$ cat config.mk
export PLATFORM = sky130hd
export DESIGN_NAME = weighted_tag_best_match
export DESIGN_NICKNAME = d
export VERILOG_FILES = /design/src/rtl/wtbm_pkg.sv /design/src/rtl/wtbm_front.sv /design/src/rtl/wtbm_queue.sv /design/src/rtl/wtbm_back.sv /design/src/rtl/weighted_tag_best_match.sv
export SDC_FILE = /design/constraint.sdc
export NUM_CORES = 2
export LEC_CHECK = 0
export BUFFER_PORTS_ARGS = -buffer_cell sky130_fd_sc_hd__buf_2
export CAP_MARGIN = 5
export CORE_MARGIN = 5
export CORE_UTILIZATION = 39
export DETAILED_ROUTE_END_ITERATION = 8
export PLACE_DENSITY_LB_ADDON = 0.2
export SYNTH_ARGS = -nofsm -noshare
export SYNTH_HDL_FRONTEND = slang
export SYNTH_SLANG_ARGS = --single-unit
$ cat constraint.sdc
create_clock -name i_clk -period 10.2 [get_ports i_clk]
set_input_delay 0 -clock i_clk [delete_from_list [all_inputs] [get_ports i_clk]]
set_output_delay 0 -clock i_clk [all_outputs]
set_load 0.03 [all_outputs]
$ cat src/rtl/wtbm_pkg.sv
// ---------------------------------------------------------------------------
// wtbm_pkg
// Shared widths, constants and types of the weighted tag best-match block.
// ---------------------------------------------------------------------------
package wtbm_pkg;

    localparam int IDX_W       = 12;
    localparam int TAG_W       = 2;
    localparam int VAL_W       = 32;
    localparam int WEIGHT_W    = 32;
    localparam int PERIOD_W    = 40;
    localparam int DIST_W      = 32;
    localparam int PROD_W      = 64;
    localparam int TOTAL_W     = 48;
    localparam int FRAC_W      = 16;
    localparam int CFG_IDX_W   = 2;
    localparam int QUEUE_DEPTH = 4;

    // 1000000.0 in unsigned Q24.16
    localparam logic [PERIOD_W-1:0] PERIOD_RESET = 40'd65536000000;

    localparam int ENTRY_DEPTH_DEF = 4096;
    localparam int TAG_KINDS_DEF   = 4;

    // Configuration register indexes
    typedef enum logic [CFG_IDX_W-1:0] {
        CFG_PERIOD_ZERO  = 2'd0,
        CFG_PERIOD_ONE   = 2'd1,
        CFG_PERIOD_TWO   = 2'd2,
        CFG_PERIOD_THREE = 2'd3
    } t_cfg_reg;

    // Classified element handed from the front to the back
    typedef struct packed {
        logic [IDX_W-1:0]    entry;
        logic [IDX_W-1:0]    quot;
        logic [DIST_W-1:0]   min_dist;
        logic [WEIGHT_W-1:0] weight;
        logic                last_entry;
        logic                last_search;
    } t_elem;

endpackage

$ cat src/rtl/wtbm_front.sv
// ---------------------------------------------------------------------------
// wtbm_front
// Holds the tag periods, accepts elements, forms the smaller of the plain and
// wrapped distance and the entry quotient, and pushes the element to the queue.
// ---------------------------------------------------------------------------
module wtbm_front import wtbm_pkg::*; #(
    parameter int ENTRY_DEPTH = ENTRY_DEPTH_DEF,
    parameter int TAG_KINDS   = TAG_KINDS_DEF
) (
    input  logic                 i_clk,
    input  logic                 i_rst_n,
    input  logic                 i_cfg_we,
    input  logic [CFG_IDX_W-1:0] i_cfg_index,
    input  logic [PERIOD_W-1:0]  i_cfg_data,
    input  logic                 i_in_valid,
    output logic                 o_in_ready,
    input  logic [IDX_W-1:0]     i_entry_index,
    input  logic [TAG_W-1:0]     i_tag_id,
    input  logic                 i_tag_present,
    input  logic signed [VAL_W-1:0] i_stored_value,
    input  logic signed [VAL_W-1:0] i_wanted_value,
    input  logic [WEIGHT_W-1:0]  i_weight,
    input  logic                 i_last_of_entry,
    input  logic                 i_last_of_search,
    input  logic                 i_q_full,
    output logic                 o_push,
    output t_elem                o_elem
);

    // Reciprocal of the depth: floor(x * RECIP / 2^32) is exact for 12-bit x
    localparam logic [31:0] RECIP   = 32'(((64'd1 << 32) + 64'(ENTRY_DEPTH) - 64'd1)
                                          / 64'(ENTRY_DEPTH));
    localparam logic [3:0]  KINDS_C = 4'(TAG_KINDS);

    logic [PERIOD_W-1:0] r_period [4];

    logic signed [VAL_W:0]      diff;
    logic signed [PERIOD_W+1:0] wrap;
    logic [DIST_W-1:0]          d0;
    logic [PERIOD_W:0]          d1;
    logic                       contrib;
    logic [43:0]                qprod;

    // Write the period registers
    always_ff @(posedge i_clk) begin
        if (!i_rst_n) begin
            r_period[0] <= PERIOD_RESET;
            r_period[1] <= PERIOD_RESET;
            r_period[2] <= PERIOD_RESET;
            r_period[3] <= PERIOD_RESET;
        end else if (i_cfg_we) begin
            case (t_cfg_reg'(i_cfg_index))
                CFG_PERIOD_ZERO:  r_period[0] <= i_cfg_data;
                CFG_PERIOD_ONE:   r_period[1] <= i_cfg_data;
                CFG_PERIOD_TWO:   r_period[2] <= i_cfg_data;
                CFG_PERIOD_THREE: r_period[3] <= i_cfg_data;
                default: ;
            endcase
        end
    end

    // Plain and wrapped distance, keep the smaller
    always_comb begin
        diff = $signed({i_wanted_value[VAL_W-1], i_wanted_value})
               - $signed({i_stored_value[VAL_W-1], i_stored_value});
        if (!i_wanted_value[VAL_W-1]) begin
            wrap = (PERIOD_W+2)'(diff) - $signed({2'b00, r_period[i_tag_id]});
        end else begin
            wrap = (PERIOD_W+2)'(diff) + $signed({2'b00, r_period[i_tag_id]});
        end
        d0 = diff[VAL_W] ? DIST_W'(-diff) : DIST_W'(diff);
        d1 = wrap[PERIOD_W+1] ? (PERIOD_W+1)'(-wrap) : (PERIOD_W+1)'(wrap);
        contrib = i_tag_present && ({2'b00, i_tag_id} < KINDS_C);
        qprod = {32'b0, i_entry_index} * {12'b0, RECIP};
    end

    // Build the element; a dropped element carries zero weight
    always_comb begin
        o_elem.entry       = i_entry_index;
        o_elem.quot        = qprod[43:32];
        o_elem.min_dist    = (d1 < {9'b0, d0}) ? d1[DIST_W-1:0] : d0;
        o_elem.weight      = contrib ? i_weight : '0;
        o_elem.last_entry  = i_last_of_entry;
        o_elem.last_search = i_last_of_search;
    end

    assign o_in_ready = !i_q_full;
    assign o_push     = i_in_valid && !i_q_full;

endmodule

$ cat src/rtl/wtbm_queue.sv
// ---------------------------------------------------------------------------
// wtbm_queue
// Short first-in first-out queue of classified elements between front and back.
// ---------------------------------------------------------------------------
module wtbm_queue import wtbm_pkg::*; (
    input  logic  i_clk,
    input  logic  i_rst_n,
    input  logic  i_push,
    input  t_elem i_elem,
    output logic  o_full,
    input  logic  i_pop,
    output logic  o_valid,
    output t_elem o_elem
);

    localparam int PTR_W = $clog2(QUEUE_DEPTH);

    t_elem              r_slot [QUEUE_DEPTH];
    logic [PTR_W-1:0]   r_wr_ptr, n_wr_ptr;
    logic [PTR_W-1:0]   r_rd_ptr, n_rd_ptr;
    logic [PTR_W:0]     r_count,  n_count;
    logic               do_pop;

    assign o_full  = (r_count == (PTR_W+1)'(QUEUE_DEPTH));
    assign o_valid = (r_count != '0);
    assign o_elem  = r_slot[r_rd_ptr];
    assign do_pop  = i_pop && o_valid;

    // Advance pointers and count
    always_comb begin
        n_wr_ptr = i_push ? r_wr_ptr + 1'b1 : r_wr_ptr;
        n_rd_ptr = do_pop ? r_rd_ptr + 1'b1 : r_rd_ptr;
        n_count  = r_count + (PTR_W+1)'(i_push) - (PTR_W+1)'(do_pop);
    end

    always_ff @(posedge i_clk) begin
        if (!i_rst_n) begin
            r_wr_ptr <= '0;
            r_rd_ptr <= '0;
            r_count  <= '0;
        end else begin
            r_wr_ptr <= n_wr_ptr;
            r_rd_ptr <= n_rd_ptr;
            r_count  <= n_count;
        end
    end

    // Store the pushed item
    always_ff @(posedge i_clk) begin
        if (i_push) begin
            r_slot[r_wr_ptr] <= i_elem;
        end
    end

endmodule

$ cat src/rtl/wtbm_back.sv
// ---------------------------------------------------------------------------
// wtbm_back
// Weights the distance, reduces the entry index, accumulates the entry total,
// keeps the best entry and holds the search result in an output register.
// ---------------------------------------------------------------------------
module wtbm_back import wtbm_pkg::*; #(
    parameter int ENTRY_DEPTH = ENTRY_DEPTH_DEF
) (
    input  logic               i_clk,
    input  logic               i_rst_n,
    input  logic               i_q_valid,
    input  t_elem              i_elem,
    output logic               o_pop,
    output logic               o_out_valid,
    input  logic               i_out_ready,
    output logic [IDX_W-1:0]   o_best_index,
    output logic [TOTAL_W-1:0] o_best_total
);

    localparam logic [28:0] DEPTH_C = 29'(ENTRY_DEPTH);

    // Multiply stage
    logic                r_s1_valid;
    logic [PROD_W-1:0]   r_s1_prod;
    logic [IDX_W-1:0]    r_s1_entry;
    logic                r_s1_last_entry;
    logic                r_s1_last_search;

    // Accumulate state
    logic [TOTAL_W-1:0]  r_total,      n_total;
    logic [TOTAL_W-1:0]  r_best,       n_best;
    logic [IDX_W-1:0]    r_best_entry, n_best_entry;
    logic                r_have,       n_have;

    // Output register
    logic                r_out_valid, n_out_valid;
    logic [IDX_W-1:0]    r_out_index;
    logic [TOTAL_W-1:0]  r_out_total;

    logic                s1_done;
    logic                s1_take;
    logic [28:0]         qd;
    logic [IDX_W-1:0]    residue;
    logic [TOTAL_W:0]    sum;
    logic [TOTAL_W-1:0]  total_in;
    logic                win;
    logic [TOTAL_W-1:0]  cand_total;
    logic [IDX_W-1:0]    cand_entry;
    logic                load_out;

    // Stage one moves on unless a search result finds the output register busy
    assign s1_done  = r_s1_valid && (!r_s1_last_search || !r_out_valid || i_out_ready);
    assign s1_take  = !r_s1_valid || s1_done;
    assign o_pop    = s1_take;
    assign load_out = s1_done && r_s1_last_search;

    // Entry index modulo depth from the front's quotient
    always_comb begin
        qd      = {17'b0, i_elem.quot} * DEPTH_C;
        residue = i_elem.entry - qd[IDX_W-1:0];
    end

    always_ff @(posedge i_clk) begin
        if (!i_rst_n) begin
            r_s1_valid <= 1'b0;
        end else if (s1_take) begin
            r_s1_valid <= i_q_valid;
        end
    end

    always_ff @(posedge i_clk) begin
        if (s1_take && i_q_valid) begin
            r_s1_prod        <= {32'b0, i_elem.weight} * {32'b0, i_elem.min_dist};
            r_s1_entry       <= residue;
            r_s1_last_entry  <= i_elem.last_entry;
            r_s1_last_search <= i_elem.last_search;
        end
    end

    // Accumulate, close the entry, and close the search
    always_comb begin
        sum      = {1'b0, r_total} + {1'b0, r_s1_prod[PROD_W-1:FRAC_W]};
        total_in = sum[TOTAL_W] ? {TOTAL_W{1'b1}} : sum[TOTAL_W-1:0];
        win      = !r_have || (total_in < r_best);
        cand_total = win ? total_in : r_best;
        cand_entry = win ? r_s1_entry : r_best_entry;

        n_total      = r_total;
        n_best       = r_best;
        n_best_entry = r_best_entry;
        n_have       = r_have;
        if (s1_done) begin
            if (r_s1_last_search) begin
                n_total      = '0;
                n_best       = {TOTAL_W{1'b1}};
                n_best_entry = '0;
                n_have       = 1'b0;
            end else if (r_s1_last_entry) begin
                n_total      = '0;
                n_best       = cand_total;
                n_best_entry = cand_entry;
                n_have       = 1'b1;
            end else begin
                n_total = total_in;
            end
        end

        n_out_valid = r_out_valid;
        if (load_out) begin
            n_out_valid = 1'b1;
        end else if (i_out_ready) begin
            n_out_valid = 1'b0;
        end
    end

    always_ff @(posedge i_clk) begin
        if (!i_rst_n) begin
            r_total      <= '0;
            r_best       <= {TOTAL_W{1'b1}};
            r_best_entry <= '0;
            r_have       <= 1'b0;
            r_out_valid  <= 1'b0;
        end else begin
            r_total      <= n_total;
            r_best       <= n_best;
            r_best_entry <= n_best_entry;
            r_have       <= n_have;
            r_out_valid  <= n_out_valid;
        end
    end

    // Hold the search result
    always_ff @(posedge i_clk) begin
        if (load_out) begin
            r_out_index <= cand_entry;
            r_out_total <= cand_total;
        end
    end

    assign o_out_valid  = r_out_valid;
    assign o_best_index = r_out_index;
    assign o_best_total = r_out_total;

endmodule

$ cat src/rtl/weighted_tag_best_match.sv
// ---------------------------------------------------------------------------
// weighted_tag_best_match
// Takes one tag element per cycle, with no gap between elements or searches,
// while the queue has room: the front forms the smaller of the plain and
// wrapped distance and pushes it into a four-deep queue, the back multiplies
// by the weight in one stage and accumulates in the next, so an add and
// compare loop on the running total sets the rate. The best index and its
// saturated Q32.16 total are loaded into the output register as the element
// that ends the search leaves the multiply stage, and stay there until taken;
// the front keeps accepting meanwhile until the queue fills. Tag periods may
// only be written while no element is in flight.
// ---------------------------------------------------------------------------
module weighted_tag_best_match import wtbm_pkg::*; #(
    parameter int ENTRY_DEPTH = ENTRY_DEPTH_DEF,
    parameter int TAG_KINDS   = TAG_KINDS_DEF
) (
    input  logic                    i_clk,
    input  logic                    i_rst_n,
    input  logic                    i_cfg_we,
    input  logic [CFG_IDX_W-1:0]    i_cfg_index,
    input  logic [PERIOD_W-1:0]     i_cfg_data,
    input  logic                    i_in_valid,
    output logic                    o_in_ready,
    input  logic [IDX_W-1:0]        i_entry_index,
    input  logic [TAG_W-1:0]        i_tag_id,
    input  logic                    i_tag_present,
    input  logic signed [VAL_W-1:0] i_stored_value,
    input  logic signed [VAL_W-1:0] i_wanted_value,
    input  logic [WEIGHT_W-1:0]     i_weight,
    input  logic                    i_last_of_entry,
    input  logic                    i_last_of_search,
    output logic                    o_out_valid,
    input  logic                    i_out_ready,
    output logic [IDX_W-1:0]        o_best_index,
    output logic [TOTAL_W-1:0]      o_best_total
);

    logic  q_full;
    logic  push;
    t_elem front_elem;
    logic  pop;
    logic  q_valid;
    t_elem head_elem;

    wtbm_front #(
        .ENTRY_DEPTH (ENTRY_DEPTH),
        .TAG_KINDS   (TAG_KINDS)
    ) u_front (
        .i_clk            (i_clk),
        .i_rst_n          (i_rst_n),
        .i_cfg_we         (i_cfg_we),
        .i_cfg_index      (i_cfg_index),
        .i_cfg_data       (i_cfg_data),
        .i_in_valid       (i_in_valid),
        .o_in_ready       (o_in_ready),
        .i_entry_index    (i_entry_index),
        .i_tag_id         (i_tag_id),
        .i_tag_present    (i_tag_present),
        .i_stored_value   (i_stored_value),
        .i_wanted_value   (i_wanted_value),
        .i_weight         (i_weight),
        .i_last_of_entry  (i_last_of_entry),
        .i_last_of_search (i_last_of_search),
        .i_q_full         (q_full),
        .o_push           (push),
        .o_elem           (front_elem)
    );

    wtbm_queue u_queue (
        .i_clk   (i_clk),
        .i_rst_n (i_rst_n),
        .i_push  (push),
        .i_elem  (front_elem),
        .o_full  (q_full),
        .i_pop   (pop),
        .o_valid (q_valid),
        .o_elem  (head_elem)
    );

    wtbm_back #(
        .ENTRY_DEPTH (ENTRY_DEPTH)
    ) u_back (
        .i_clk        (i_clk),
        .i_rst_n      (i_rst_n),
        .i_q_valid    (q_valid),
        .i_elem       (head_elem),
        .o_pop        (pop),
        .o_out_valid  (o_out_valid),
        .i_out_ready  (i_out_ready),
        .o_best_index (o_best_index),
        .o_best_total (o_best_total)
    );

endmodule

# --- Yosys cells after proc, flatten, opt, wreduce, memory -nomap -nowiden ---
# Memories as Yosys holds them, arrays and structs flattened. A register that Yosys moved wholly into a read port is not among the register bits.
# Cells that the tools add are included.
totals:
  reg_bits: 256
  ramBits: 472
  output_inout_bits: 62
  elab_cells: 99
  memories: 2
  input_bits: 160
classes:
  muxes: 43
  n_reduce_logical: 18
  n_addsub: 10
  n_mul: 1
  n_eq_ne: 4
  n_lt_le_gt_ge: 2
  n_bitwise: 4
memory_table:
  columns: ["memory", "words", "width", "rd", "rd_clocked_by_memory_dff", "wr", "line_no", "source"]
  rows:
  - ["u_queue.r_slot", 4, 78, 1, 1, 1, "wtbm_queue.sv:18", "t_elem r_slot [QUEUE_DEPTH];"]
  - ["u_front.r_period", 4, 40, 1, 0, 4, "wtbm_front.sv:35", "logic [PERIOD_W-1:0] r_period [4];"]
ops:
  columns: ["op", "n"]
  rows:
  - ["$mux 48", 6]
  - ["$mux 40", 4]
  - ["$mux 32", 3]
  - ["$mul 32x32->64", 1]
  - ["$add 48x48->49", 1]
  - ["$lt 48x48->1", 1]
  - ["$add 33x41->42", 1]
  - ["$mux 42", 1]
  - ["$sub 33x41->42", 1]
  - ["$lt 41x32->1", 1]
  - ["$mux 41", 1]
  - ["$neg 41->41", 1]
  - ["$mux 12", 3]
  - ["$sub 32x32->33", 1]
  - ["$neg 32->32", 1]
  - ["$mux 1", 23]
  - ["$logic_not 1->1", 5]
  - ["$add 2x1->2 const B", 2]
  - ["$eq 2x2->1 const B", 2]
  - ["$logic_and 1x1->1", 4]
  - ["$logic_or 1x1->1", 4]
  - ["$mux 2", 2]
  - ["$or 1x1->1", 4]
  - ["$reduce_bool 2->1", 2]
  - ["7 further kinds", 7]

# --- Logic depth before layout (Yosys ltp) ---
logic_depth:
  depth_word: 8
  mapped_depth: 42
  depth_no_buf: 38

# --- By module ---
# From an unflattened synthesis, not the netlist that was laid out.
hier_totals:
  hier_cells: 6990
  area_unflattened_um2: 74036.0
by_module_without_submodules:
  columns: ["module", "n_inst", "area_each_um2", "cells_each", "seq_area_each_um2"]
  rows:
  - ["wtbm_back", 1, 44720.4, 4762, 5885.6]
  - ["wtbm_front", 1, 15762.6, 1713, 4804.6]
  - ["wtbm_queue", 1, 13553.0, 515, 10990.5]

# --- Worst setup path after synthesis ---
# No wires, ideal clock.
synth_timing:
  path_kind: "reg-to-reg"
  from: "register with a tool-made name"
  to: "register u_back.r_s1_prod[58], data pin"
  path_slack_ns: -0.359
  required_ns: 9.923
  path_buffers: 5
  t_arrival_ns: 10.281
  path_stages_with_launch: 37
  period_less_slack_ns: 10.559
  setup_time_ns: 0.277
  path_cell_list: "dfxtp_1 clkbuf_1 clkbuf_1 clkbuf_1 clkbuf_1 mux2i_1 nand2_1 o21ai_0 clkbuf_1 nor2_1 fa_1 fa_1 inv_1 fa_1 inv_1 fa_1 inv_1 fa_1 inv_1 fa_1 fa_1 inv_1 fa_1 inv_1 ha_1 a21o_1 a21o_1 a21oi_1 nand4_1 a21boi_0 nor4_1 a211o_1 a221oi_1 o21bai_1 a311o_1 a31oi_1 o311ai_0"
synth_rtl:
  columns: ["item", "line_no", "source"]
  rows:
  - ["end signal: assignment", "wtbm_back.sv:73", "r_s1_prod <= {32'b0, i_elem.weight} * {32'b0, i_elem.min_dist};"]
  - ["end: declaration", "wtbm_back.sv:24", "logic [PROD_W-1:0] r_s1_prod;"]

==> reports/results.tsv <==
stage	metric	value	unit
global_routing	vias in the first global route	54300	
clock_network	clock buffers created by TritonCTS	78	
drt	final wirelength	222000	µm
floorplanning	Boundary Pins	222	
floorplanning	Core Region	180000	µm²
cells_and_area	Nets	8798	
logic_synthesis	Syn Area/Cell	10.1	µm²
cells_and_area	commonest non-fill, non-tap cell in the layout	inv_1	
placement	Post-DP HPWL	176000	µm
timing	# setup viols final	0	
setup_path	CP most frequent cell	fa_1	
placement	GP Congestion	0.947	
setup_path	WP data arrival	10190	ps
timing	worst rel slew slack	0.186	
worst_hold_path	WHS Path Cells	2	
logic_synthesis	Synthesis Warnings	0	
cells_and_area	commonest non-fill, non-tap cells in the layout	1152 x inv_1, 899 x fa_1, 862 x nand2_1	
timing	actual slew at the worst max-slew pin	1220	ps
placement	Port Buffers	221	
setup_path	crit end category	flip-flop	
floorplanning	# rows	156	
drt	DRC	0	
drt	Via density	5.30	
global_routing	overflow left after global routing	0	
logic_synthesis	post-synthesis register bit count	714	
drt	First-pass DRT Iterations	6	
setup_path	worst endpoint required time	10660	ps
drt	drt wl/cell	22.9	µm
logic_synthesis	Cell Area, Synth	70600	µm²
floorplanning	chip height	435	µm
clock_network	clk buf depth	3	
timing	Max Fclk	0.103	GHz
global_routing	first-pass GRT wire length	335000	µm
timing	RSZ-0062 raised after global routing	false	
worst_hold_path	Hold Path Class	in -> reg	
logic_synthesis	async set-reset flop share out of synthesis	0	
timing	final clock period utilization by the worst path	0.954	
status	outcome	completed	
setup_path	FF-to-FF End	u_back.r_s1_prod[57]$_DFFE_PP_	
timing	Setup Skew	58.5	ps
clock_network	postcts setup bufs	0	
timing	endpoints failing hold	0	
worst_hold_path	hold_sp	i_entry_index[1]	
setup_path	CP Class	reg -> reg	
logic_synthesis	Mapped Nets	8499	
setup_path	startpoint class of the critical path	flip-flop	
timing	Slew Viols, Final	0	
worst_hold_path	Hold Crit Endpoint	u_queue.r_slot[2][67]$_DFFE_PP_	
setup_path	R2R cell count	34	
logic_synthesis	Synth Flop Type	edfxtp_1	
clock_network	CTS root buf	clkbuf_16	
cells_and_area	FILL cells	17300	
floorplanning	Die W	435	µm
global_routing	initial antenna violation count	9	
setup_path	CP peak stage delay	560	ps
global_routing	GRT Util Overall	0.232	
setup_path	crit path max-delay cell type	fa_1	
floorplanning	Die ar.	190000	µm²
clock_network	Worst-path clk slew	60	ps
clock_network	clk sink count	714	
clock_network	CTS tree	yes	
setup_path	critical-path maximum fanout	18	
drt	DRT antenna net count	0	
timing	final worst path period need	9730	ps
floorplanning	initial cell density of the core	0.391	
cells_and_area	ratio of cells with drive above 1 in the final layout	0.108	
logic_synthesis	EDFF count, synth	594	
global_routing	largest net degree at the start of global routing	108	
logic_synthesis	sequential share of the synthesized area	0.287	
cells_and_area	area growth from synthesis to layout	12.1	%
drt	number of DRC markers in iteration 0	3659	
drt	via count	51500	
job	MaxCap Viol Count	0	
setup_path	R2R setup slack	470	ps
timing	final setup TNS	0	ps
clock_network	htree depth	3	
logic_synthesis	Cells after Synth	6972	
logic_synthesis	post-synth cell types	87	
clock_network	clk_lat worst skew	700	ps
==> through the flow <==
stage	utilization	setup slack, ps	hold slack (ps)	cells	area, µm²
3_3_place_gp	0.418	429	217	9464	75400
4_1_cts	0.438	421	14.5	9705	79100
5_1_grt	0.438	28.7	17.1	9710	79100
6_report	0.438	469	61.5	9713	79100
2_1_floorplan	-	119	98.9	6972	70600
3_5_place_dp	0.418	393	221	9464	75400
==> critical path, delay by kind of cell, from the launching register on <==
kind            cells  cell delay, ps
flops               1             420
buf+inv            10            1420
compound gates     10            2420
fa+ha+maj           9            4450
simple gates        3             390
xor+xnor            1              50
mux                 1             350
==> area by class of cell <==
type                    instances  area, µm²  share of cell area
multi-input cells            4768      44800               0.567
flip-flops and latches        714      20200               0.256
inverters                    1152       4320              0.0547
repair buffers                557       3990              0.0504
well taps                    2370       2970              0.0375
clock buffers                  97       2120              0.0269
clock inverters                47        602             0.00761
diodes                          8       20.0            0.000253
==> synthesized netlist by cell type, drive strengths merged, types with 54 or more instances <==
cell type	number	area [µm²]
fa	899	18000
a21oi	266	1340
xnor2	143	1260
inv	1152	4320
nor2	450	1690
dfxtp	120	2400
and2	269	1680
o21a	64	480
clkbuf	307	1150
nor2b	95	594
xor2	105	920
o21ai	161	806
ha	468	5860
a21o	134	1010
nand2	863	3240
mux2	54	608
mux4	86	1940
edfxtp	594	17800
==> layer usage <==
metal	global-route usage	part of all wire	vias to the layer above
li1	-	-	23400
met1	0.295	0.41	26000
met2	0.400	0.49	1701
met3	0.0385	0.065	374
met4	0.0857	0.041	4
met5	0	0.000063	-
==> worst max-delay path by stage <==
stage	start	to
after global placement	flip-flop	u_back.r_s1_prod[57]$_DFFE_PP_
after global routing	flip-flop	u_back.r_s1_prod[63]$_DFFE_PP_
final	flip-flop	u_back.r_s1_prod[57]$_DFFE_PP_
after floorplan	flip-flop	u_back.r_s1_prod[58]$_DFFE_PP_
after CTS	flip-flop	u_back.r_s1_prod[58]$_DFFE_PP_
after detailed placement	flip-flop	u_back.r_s1_prod[57]$_DFFE_PP_
==> cell families after synthesis <==
kind of cell	after synthesis	share of synthesized area
simple gates	2023	0.133
buf+inv	1490	0.0801
fa+ha+maj	1367	0.338
compound gates	939	0.0876
flops	714	0.287
xor+xnor	248	0.0309
mux	191	0.0433
==> sequential cells by signal, summed over array words and instances, names as in the netlist, 2 cells and up, named ones only <==
name / cells
u_queue.r_slot: 312
u_back.r_s1_prod: 48
u_front.r_period: 160
u_back.r_total: 48
u_back.r_best: 48
u_queue.r_rd_ptr: 2
u_queue.r_wr_ptr: 2
u_back.o_best_index: 12
u_queue.r_count: 3
u_back.r_best_entry: 12
u_back.r_s1_entry: 12
u_back.o_best_total: 48
==> timing repair <==
| action | CTS | global route |
|---|---|---|
| hold buffers | 97 | 0 |
| hold endpoints to repair | 445 | 0 |
| resized for setup | 0 | 3 |
| setup endpoints to repair | 0 | 1 |
Power is left out: the tool's default activity adds up to more than one toggle a clock period on the data nets, which glitch-free logic cannot reach.
